## src/hw/rtl/rsa_ped_pkg.sv

```systemverilog
`default_nettype none
package rsa_ped_pkg;

   localparam int FIELD_W            = 31;
   localparam int OUT_W              = 62;
   localparam int WORD_W             = 64;
   localparam int CNT_W              = 7;
   localparam int PRIME_BITS_DEFAULT = 31;

   typedef struct packed {
      logic [FIELD_W-1:0] first_prime;
      logic [FIELD_W-1:0] second_prime;
      logic [FIELD_W-1:0] public_exponent;
   } req_type;

   typedef struct packed {
      logic [OUT_W-1:0] modulus;
      logic [OUT_W-1:0] totient;
      logic [OUT_W-1:0] private_exponent;
      logic [OUT_W-1:0] common_divisor;
      logic             invertible;
   } rsp_type;

   typedef enum logic [3:0] {
      CMD_IDLE,
      CMD_LOAD,
      CMD_MUL_STEP,
      CMD_STORE_N,
      CMD_STORE_PHI,
      CMD_DIV_INIT,
      CMD_DIV_STEP,
      CMD_ROUND_END,
      CMD_NORM_INIT,
      CMD_NORM_END,
      CMD_PUBLISH
   } cmd_type;

   typedef enum logic [3:0] {
      S_IDLE,
      S_MUL_N,
      S_STORE_N,
      S_MUL_PHI,
      S_STORE_PHI,
      S_CHECK,
      S_DIV,
      S_ROUND_END,
      S_NORM,
      S_NORM_END,
      S_DONE
   } state_type;

   typedef struct packed {
      logic b_zero;
      logic c0_neg;
      logic phi_zero;
   } status_type;

endpackage
`default_nettype wire

```

## src/hw/rtl/rsa_ped_datapath.sv

```systemverilog
`default_nettype none
module rsa_ped_datapath import rsa_ped_pkg::*; #(
   parameter int PRIME_BITS = PRIME_BITS_DEFAULT
) (
   input  wire logic    clock,
   input  wire req_type req_payload,
   input  wire cmd_type cmd,
   output status_type   status,
   output rsp_type      rsp_payload
);

   logic [WORD_W-1:0] a_ff, a_in, b_ff, b_in, c0_ff, c0_in, c1_ff, c1_in;
   logic [WORD_W-1:0] n_ff, n_in, phi_ff, phi_in, acc_ff, acc_in;
   logic [WORD_W-1:0] mb_ff, mb_in, md_ff, md_in, dvd_ff, dvd_in, rem_ff, rem_in;
   logic [PRIME_BITS-1:0] p_ff, p_in, q_ff, q_in;
   logic [FIELD_W-1:0]    e_ff, e_in;
   rsp_type               rsp_ff, rsp_in;

   logic [WORD_W+FIELD_W-1:0] p_ext, q_ext;
   logic [PRIME_BITS-1:0]     p_dec, q_dec;
   logic [WORD_W:0]           rem_sh, rem_sub;
   logic                      qbit;
   logic [WORD_W-1:0]         acc_sh;

   // mask the factors to the configured prime width
   assign p_ext = {{WORD_W{1'b0}}, req_payload.first_prime};
   assign q_ext = {{WORD_W{1'b0}}, req_payload.second_prime};
   assign p_dec = (p_ff == '0) ? '0 : p_ff - PRIME_BITS'(1);
   assign q_dec = (q_ff == '0) ? '0 : q_ff - PRIME_BITS'(1);

   // one restoring division step; quotient bit drives the Horner product
   assign rem_sh  = {rem_ff, dvd_ff[WORD_W-1]};
   assign rem_sub = rem_sh - {1'b0, b_ff};
   assign qbit    = !rem_sub[WORD_W];
   assign acc_sh  = {acc_ff[WORD_W-2:0], 1'b0};

   always_comb begin
      a_in   = a_ff;   b_in   = b_ff;   c0_in  = c0_ff;  c1_in  = c1_ff;
      n_in   = n_ff;   phi_in = phi_ff; acc_in = acc_ff;
      mb_in  = mb_ff;  md_in  = md_ff;  dvd_in = dvd_ff; rem_in = rem_ff;
      p_in   = p_ff;   q_in   = q_ff;   e_in   = e_ff;   rsp_in = rsp_ff;
      case (cmd)
         CMD_LOAD: begin
            p_in   = p_ext[PRIME_BITS-1:0];
            q_in   = q_ext[PRIME_BITS-1:0];
            e_in   = req_payload.public_exponent;
            mb_in  = {p_ext[PRIME_BITS-1:0], {(WORD_W-PRIME_BITS){1'b0}}};
            md_in  = WORD_W'(q_ext[PRIME_BITS-1:0]);
            acc_in = '0;
         end
         CMD_MUL_STEP: begin
            acc_in = acc_sh + (mb_ff[WORD_W-1] ? md_ff : '0);
            mb_in  = {mb_ff[WORD_W-2:0], 1'b0};
         end
         CMD_STORE_N: begin
            n_in   = acc_ff;
            mb_in  = {p_dec, {(WORD_W-PRIME_BITS){1'b0}}};
            md_in  = WORD_W'(q_dec);
            acc_in = '0;
         end
         CMD_STORE_PHI: begin
            phi_in = acc_ff;
            b_in   = acc_ff;
            a_in   = WORD_W'(e_ff);
            c0_in  = WORD_W'(1);
            c1_in  = '0;
         end
         CMD_DIV_INIT: begin
            rem_in = '0;
            dvd_in = a_ff;
            acc_in = '0;
         end
         CMD_DIV_STEP: begin
            rem_in = qbit ? rem_sub[WORD_W-1:0] : rem_sh[WORD_W-1:0];
            dvd_in = {dvd_ff[WORD_W-2:0], 1'b0};
            acc_in = acc_sh + (qbit ? c1_ff : '0);
         end
         CMD_ROUND_END: begin
            a_in  = b_ff;
            b_in  = rem_ff;
            c0_in = c1_ff;
            c1_in = c0_ff - acc_ff;
         end
         CMD_NORM_INIT: begin
            rem_in = '0;
            dvd_in = '0 - c0_ff;
            b_in   = phi_ff;
            acc_in = '0;
         end
         CMD_NORM_END: begin
            c0_in = (rem_ff == '0) ? '0 : phi_ff - rem_ff;
         end
         CMD_PUBLISH: begin
            rsp_in.modulus          = n_ff[OUT_W-1:0];
            rsp_in.totient          = phi_ff[OUT_W-1:0];
            rsp_in.private_exponent = c0_ff[OUT_W-1:0];
            rsp_in.common_divisor   = a_ff[OUT_W-1:0];
            rsp_in.invertible       = (a_ff == WORD_W'(1));
         end
         default: begin
         end
      endcase
   end

   always_ff @(posedge clock) begin
      a_ff   <= a_in;   b_ff   <= b_in;   c0_ff  <= c0_in;  c1_ff  <= c1_in;
      n_ff   <= n_in;   phi_ff <= phi_in; acc_ff <= acc_in;
      mb_ff  <= mb_in;  md_ff  <= md_in;  dvd_ff <= dvd_in; rem_ff <= rem_in;
      p_ff   <= p_in;   q_ff   <= q_in;   e_ff   <= e_in;   rsp_ff <= rsp_in;
   end

   assign status.b_zero   = (b_ff == '0);
   assign status.c0_neg   = c0_ff[WORD_W-1];
   assign status.phi_zero = (phi_ff == '0);
   assign rsp_payload     = rsp_ff;

endmodule
`default_nettype wire

```

## src/hw/rtl/rsa_ped_controller.sv

```systemverilog
`default_nettype none
module rsa_ped_controller import rsa_ped_pkg::*; #(
   parameter int PRIME_BITS = PRIME_BITS_DEFAULT
) (
   input  wire logic       clock,
   input  wire logic       reset,
   input  wire logic       req_valid,
   output logic            req_ready,
   output logic            rsp_valid,
   input  wire logic       rsp_ready,
   input  wire status_type status,
   output cmd_type         cmd
);

   state_type        state_ff, state_in;
   logic [CNT_W-1:0] cnt_ff, cnt_in;
   logic             rsp_valid_ff, rsp_valid_in;
   logic             mul_last, div_last, slot_free;

   assign mul_last  = (cnt_ff == CNT_W'(PRIME_BITS - 1));
   assign div_last  = (cnt_ff == CNT_W'(WORD_W - 1));
   assign slot_free = !rsp_valid_ff || rsp_ready;

   // next state and step counter
   always_comb begin
      state_in = state_ff;
      cnt_in   = cnt_ff + CNT_W'(1);
      case (state_ff)
         S_IDLE: begin
            cnt_in = '0;
            if (req_valid) state_in = S_MUL_N;
         end
         S_MUL_N:     if (mul_last) state_in = S_STORE_N;
         S_STORE_N: begin
            cnt_in   = '0;
            state_in = S_MUL_PHI;
         end
         S_MUL_PHI:   if (mul_last) state_in = S_STORE_PHI;
         S_STORE_PHI: state_in = S_CHECK;
         S_CHECK: begin
            cnt_in = '0;
            if (!status.b_zero) state_in = S_DIV;
            else if (status.c0_neg && !status.phi_zero) state_in = S_NORM;
            else state_in = S_DONE;
         end
         S_DIV:       if (div_last) state_in = S_ROUND_END;
         S_ROUND_END: state_in = S_CHECK;
         S_NORM:      if (div_last) state_in = S_NORM_END;
         S_NORM_END:  state_in = S_DONE;
         S_DONE:      if (slot_free) state_in = S_IDLE;
         default:     state_in = S_IDLE;
      endcase
   end

   // datapath command per state
   always_comb begin
      cmd = CMD_IDLE;
      case (state_ff)
         S_IDLE:      if (req_valid) cmd = CMD_LOAD;
         S_MUL_N:     cmd = CMD_MUL_STEP;
         S_STORE_N:   cmd = CMD_STORE_N;
         S_MUL_PHI:   cmd = CMD_MUL_STEP;
         S_STORE_PHI: cmd = CMD_STORE_PHI;
         S_CHECK: begin
            if (!status.b_zero) cmd = CMD_DIV_INIT;
            else if (status.c0_neg && !status.phi_zero) cmd = CMD_NORM_INIT;
         end
         S_DIV:       cmd = CMD_DIV_STEP;
         S_ROUND_END: cmd = CMD_ROUND_END;
         S_NORM:      cmd = CMD_DIV_STEP;
         S_NORM_END:  cmd = CMD_NORM_END;
         S_DONE:      if (slot_free) cmd = CMD_PUBLISH;
         default:     cmd = CMD_IDLE;
      endcase
   end

   // hold the result valid until taken; a new publish wins
   always_comb begin
      rsp_valid_in = rsp_valid_ff;
      if (rsp_valid_ff && rsp_ready) rsp_valid_in = 1'b0;
      if (cmd == CMD_PUBLISH) rsp_valid_in = 1'b1;
   end

   always_ff @(posedge clock) begin
      if (reset) begin
         state_ff     <= S_IDLE;
         cnt_ff       <= '0;
         rsp_valid_ff <= 1'b0;
      end else begin
         state_ff     <= state_in;
         cnt_ff       <= cnt_in;
         rsp_valid_ff <= rsp_valid_in;
      end
   end

   assign req_ready = (state_ff == S_IDLE);
   assign rsp_valid = rsp_valid_ff;

   a_div_count: assert property (@(posedge clock) disable iff (reset)
      (state_ff == S_DIV || state_ff == S_NORM) |-> cnt_ff <= CNT_W'(WORD_W - 1))
      else $error("division step count overran");
   a_publish: assert property (@(posedge clock) disable iff (reset)
      (cmd == CMD_PUBLISH) |=> rsp_valid_ff)
      else $error("published result not marked valid");
   a_start: assert property (@(posedge clock) disable iff (reset)
      (req_valid && req_ready) |=> (state_ff == S_MUL_N && cnt_ff == '0))
      else $error("accepted request did not start the product");
   a_div_cmd: assert property (@(posedge clock) disable iff (reset)
      (cmd == CMD_DIV_STEP) |-> !(state_ff == S_IDLE || state_ff == S_DONE))
      else $error("division step outside a division phase");

endmodule
`default_nettype wire

```

## src/hw/rtl/rsa_private_exponent_derive_top.sv

```systemverilog
`default_nettype none
// RSA private exponent derivation. A request carries p, q and e; the response
// gives n = p*q, the totient (p-1)(q-1), d = e^-1 mod totient (the extended
// Euclid coefficient of e lifted to be nonnegative), gcd(e, totient) and an
// invertible flag. One request is worked at a time on a single shift-add
// unit: the two products first, then one Euclid round after another (a
// restoring division with the quotient-times-coefficient product folded into
// the same steps), then a final reduction when the coefficient is negative,
// plus the store, check and publish steps and any wait while the previous
// response is still untaken. A finished response sits in an output register,
// so the next request is taken while it waits.
module rsa_private_exponent_derive_top import rsa_ped_pkg::*; #(
   parameter int PRIME_BITS = PRIME_BITS_DEFAULT
) (
   input  wire logic    clock,
   input  wire logic    reset,
   input  wire logic    req_valid,
   output logic         req_ready,
   input  wire req_type req_payload,
   output logic         rsp_valid,
   input  wire logic    rsp_ready,
   output rsp_type      rsp_payload
);

   cmd_type    cmd;
   status_type status;

   rsa_ped_controller #(.PRIME_BITS(PRIME_BITS)) u_ctrl (
      .clock     (clock),
      .reset     (reset),
      .req_valid (req_valid),
      .req_ready (req_ready),
      .rsp_valid (rsp_valid),
      .rsp_ready (rsp_ready),
      .status    (status),
      .cmd       (cmd)
   );

   rsa_ped_datapath #(.PRIME_BITS(PRIME_BITS)) u_dp (
      .clock       (clock),
      .req_payload (req_payload),
      .cmd         (cmd),
      .status      (status),
      .rsp_payload (rsp_payload)
   );

endmodule
`default_nettype wire
```

## config.mk

```make
export PLATFORM = sky130hd
export DESIGN_NAME = rsa_private_exponent_derive_top
export DESIGN_NICKNAME = d
export VERILOG_FILES = /design/src/hw/rtl/rsa_ped_pkg.sv /design/src/hw/rtl/rsa_ped_datapath.sv /design/src/hw/rtl/rsa_ped_controller.sv /design/src/hw/rtl/rsa_private_exponent_derive_top.sv
export SDC_FILE = /design/constraint.sdc
export NUM_CORES = 2
export LEC_CHECK = 0
export ABC_AREA = 1
export BUFFER_PORTS_ARGS = -buffer_cell sky130_fd_sc_hd__buf_2
export CAP_MARGIN = 25
export CORE_MARGIN = 5
export CORE_UTILIZATION = 47
export CTS_CLUSTER_DIAMETER = 150
export CTS_CLUSTER_SIZE = 40
export DETAILED_ROUTE_END_ITERATION = 6
export PLACE_DENSITY_LB_ADDON = 0.3
export RECOVER_POWER = 50
export SLEW_MARGIN = 15
export SYNTH_ARGS = -nofsm -noshare
export SYNTH_HDL_FRONTEND = slang
export SYNTH_HIERARCHICAL = 1
export SYNTH_SLANG_ARGS = --single-unit
```

## constraint.sdc

```tcl
create_clock -name clock -period 18.4 [get_ports clock]
set_clock_uncertainty 0.1 [all_clocks]
set_input_delay 0.92 -clock clock [delete_from_list [all_inputs] [get_ports clock]]
set_output_delay 0.92 -clock clock [all_outputs]
set_load 0.03 [all_outputs]
```

==> run_results.csv <==
group,metric,value,unit
route,drc,1,
yosys,synth_area,58400,um^2
placed_design,io_buffers,347,
timing,fmax,0.0991,GHz
worst_setup_path,cp_max_fo,56,
worst_setup_path,ff2ff_setup_slack,8.31,ns
global_route,grt_overflow,0,
global_route,grt_pass1_vias,48700,
timing,fin_tns_setup,0,ns
status,violations,"DRC, capacitance limit, slew limit",
route,ant_nets,0,
clocking,clk_latency,0.74,ns
placed_design,place_congestion,1.05,
worst_setup_path,cp-end-kind,"flip-flop",
layout,final_nets,7455,
timing,holdWs,0.268,ns
route,drt_iter0_markers,6555,
clocking,cts.sinks,990,
min_path,holdCritStartpoint,"req_payload[27]",
worst_setup_path,rr_startpoint,"u_dp/phi_ff[3]",
yosys,synth_ff_type,"edfxtp_1",
global_route,grt_max_degree,91,
yosys,synth_nets,7129,
worst_setup_path,startpoint,"u_dp/phi_ff[3]",
worst_setup_path,cp.required,18.64,ns
floorplanning,io_pins,348,
layout,final_core_util,0.507,
yosys,synth-warning-count,6,
yosys,synth_edf_count,978,
clocking,cts_root_buf,"clkbuf_16",
yosys,synthCells,6768,
clocking,cts_hold_buf,0,
floorplanning,die_h,363,um
layout,stdcell_area,62700,um^2
min_path,hp-class,"in -> reg",
clocking,cts_tree,"yes",
layout,drive_gt1_frac,0.0304,
yosys,ys_ff_latch,990,
floorplanning,placeableCoreArea,124000,um^2
worst_setup_path,ff2ff_path_depth,13,
route,routed_wl,231000,um
timing,rsz0062_at_grt,"false",
timing,hold_viol,0,
timing,period_share,0.549,
route,routedWlPerCell,26.4,um
worst_setup_path,cpMaxStageDelayCell,"clkinvlp_2",
timing,slew-limit-headroom,-1.60,
clocking,post_cts_resized,0,
yosys,netlist.top_cell.by_area,"edfxtp_1",
clocking,cts_max_level,1,
yosys,synth_cell_types,61,
yosys,synthTopCellsByArea,"edfxtp_1 (50%), nand2_1 (8.8%), inv_1 (6.1%)",
min_path,hold_end,"u_dp/e_ff[27]",
status,outcome,"complete, but fails checks",
min_path,hold_depth,1,
clocking,post_cts_buffers,0,
timing,timing.final.crit_period,10.09,ns
route,drt-vias-per-instance,5.90,
worst_setup_path,crit_chain,"nor4_1, nand4_1, nor4_1, clkbuf_1, o311ai_0, nor2_1, inv_1, nor2_4, clkbuf_1, clkinvlp_2, nand2_1, or2_2, buf_4",
yosys,ys_seq_area_frac,0.507,
yosys,syn_area_per_cell,8.63,um^2
timing,final-setup-viol-count,0,
yosys,postSynth.asyncResetShare,0,
route,firstDrtPassIters,7,
worst_setup_path,arrival,10.33,ns
timing,slew_viol_final,478,
floorplanning,initial_utilization,0.473,
worst_setup_path,crit_type,"reg -> reg",
worst_setup_path,critPathMaxStageDelay,2.41,ns
floorplanning,fp.dieArea,131000,um^2
route,vias,51600,
layout,area_growth,7.34,%
worst_setup_path,reg2reg_to,"u_dp/c0_ff[43]",
floorplanning,fp.dieW,363,um
clocking,clk_pin_slew_worst_paths,0.16,ns
power,power_density,195,nW/um^2
clocking,clockBufferDepth,3,
global_route,grt_pass1_wl,328000,um
power,peakVddDrop,0.136,mV
global_route,groute.usage.overall,0.337,
placed_design,place_area,62300,um^2
floorplanning,rows,129,
worst_setup_path,cp-start-kind,"flip-flop",
clocking,cts_made_buffers,31,
global_route,antenna_found_initial,10,
placed_design,dpl.hpwl,186000,um
timing,tightest_slew,3.91,ns
run,cap_violations,11,
yosys,synth_top_area_frac,0.503,
power,p_leak,24.4,nW
==> cell type report <==
cell class	count	area (um^2)
fillers	12100	60900
flip-flops and latches	990	29600
multi-input cells	4691	24700
inverters	965	3620
well taps	1637	2050
repair buffers	415	1750
clock buffers	43	821
clock inverters	7	148
diodes	6	15.0
==> sequential cells by signal, indices dropped and copies added (netlist names) <==
signal	flops
u_ctrl/state_ff	4
u_dp/b_ff	64
u_dp/acc_ff	64
u_dp/a_ff	64
u_ctrl/cnt_ff	7
u_dp/mb_ff	31
u_dp/q_ff	31
u_dp/p_ff	31
u_dp/n_ff	62
u_dp/c0_ff	64
u_dp/dvd_ff	64
u_ctrl/rsp_valid	1
u_dp/rem_ff	64
u_dp/e_ff	31
u_dp/c1_ff	64
u_dp/phi_ff	64
u_dp/md_ff	31
u_dp/rsp_payload	249
==> worst max-delay path by stage <==
stage	slack, ns	to	cells past startpoint
final	8.31	u_dp/c0_ff[43]	13
after global routing	8.36	u_dp/c0_ff[43]	13
after CTS	11.69	u_dp/acc_ff[53]	23
after detailed placement	11.72	u_dp/acc_ff[53]	25
after global placement	10.75	u_dp/acc_ff[7]	18
after floorplan	4.95	u_dp/rsp_payload[0]	9
==> metrics by stage <==
step / power, mW / std cells / worst slack, ns
after CTS: 12.1 / 8747 / 11.69
final: 12.3 / 8754 / 8.31
after floorplan: 8.51 / 6768 / 4.95
after detailed placement: 11.0 / 8697 / 11.72
after global placement: 11.0 / 8693 / 10.75
after global routing: 12.9 / 8751 / 8.36
==> cell usage after synthesis (5+ instances only) <==
library cell	count
buf_2	15
a21boi_0	20
a21o_1	57
xnor2_1	60
o311ai_0	14
o211ai_1	114
ha_1	260
nor2_1	878
and3_1	8
buf_6	10
xor2_1	88
clkbuf_1	85
nor2_2	15
nand2_2	5
o21bai_1	63
edfxtp_1	978
nor3_1	90
a21oi_2	5
o21ai_0	428
dfxtp_1	12
a31oi_1	49
nor4_1	82
buf_1	9
o21a_1	26
inv_1	949
a21oi_1	504
nand4_1	67
nand3b_1	21
nor2_4	7
inv_2	15
or2_2	24
nand3_1	330
o22ai_1	30
nand2_1	1366
o21ai_1	31
==> routing by layer <==
layer	vias to the layer above	routed length, um	global-route usage
met5	-	25	0
met3	394	22300	0.0438
met4	4	10600	0.122
met2	2798	104000	0.539
met1	24700	94900	0.474
li1	23700	-	-
==> cell families (layout without fill, tap and decap cells) <==
family / count (synthesis) / in the layout / share of synthesized area
flops: 990 / 990 / 0.507
compound gates: 1368 / 1368 / 0.134
simple gates: 2911 / 2911 / 0.209
fa+ha+maj: 264 / 264 / 0.0570
other cells: 0 / 6 / 0
xor+xnor: 148 / 148 / 0.0222
buf+inv: 1087 / 1430 / 0.0715
==> where the power goes <==
part / switching [mW] / total, mW / internal, mW
logic: 4.88 / 6.73 / 1.85
registers: 0.754 / 4.47 / 3.72
clock network: 0.723 / 1.05 / 0.332
==> worst max-delay path: cells and delay by family, from the launching register on <==
family | cells | cell delay [ns]
AO/OA/AOI/OAI | 1 | 0.29
AND/OR/NAND/NOR | 7 | 3.46
buffers and inverters | 5 | 5.19
flip-flops | 1 | 0.55
==> cell usage in the layout, fill, tap and decap left out, types with 31 or more instances in the layout <==
cell       count
inv_1        950
nor3_1        90
ha_1         260
xnor2_1       60
nand3_1      330
nor4_1        82
clkbuf_16     31
a21o_1        57
o21bai_1      63
clkbuf_1     343
nand4_1       67
edfxtp_1     978
xor2_1        88
nand2_1     1364
nor2_1       871
buf_2         52
o21ai_0      430
a31oi_1       49
a21oi_1      503
o211ai_1     114
Note: power is estimated with default switching activity, not from simulation.
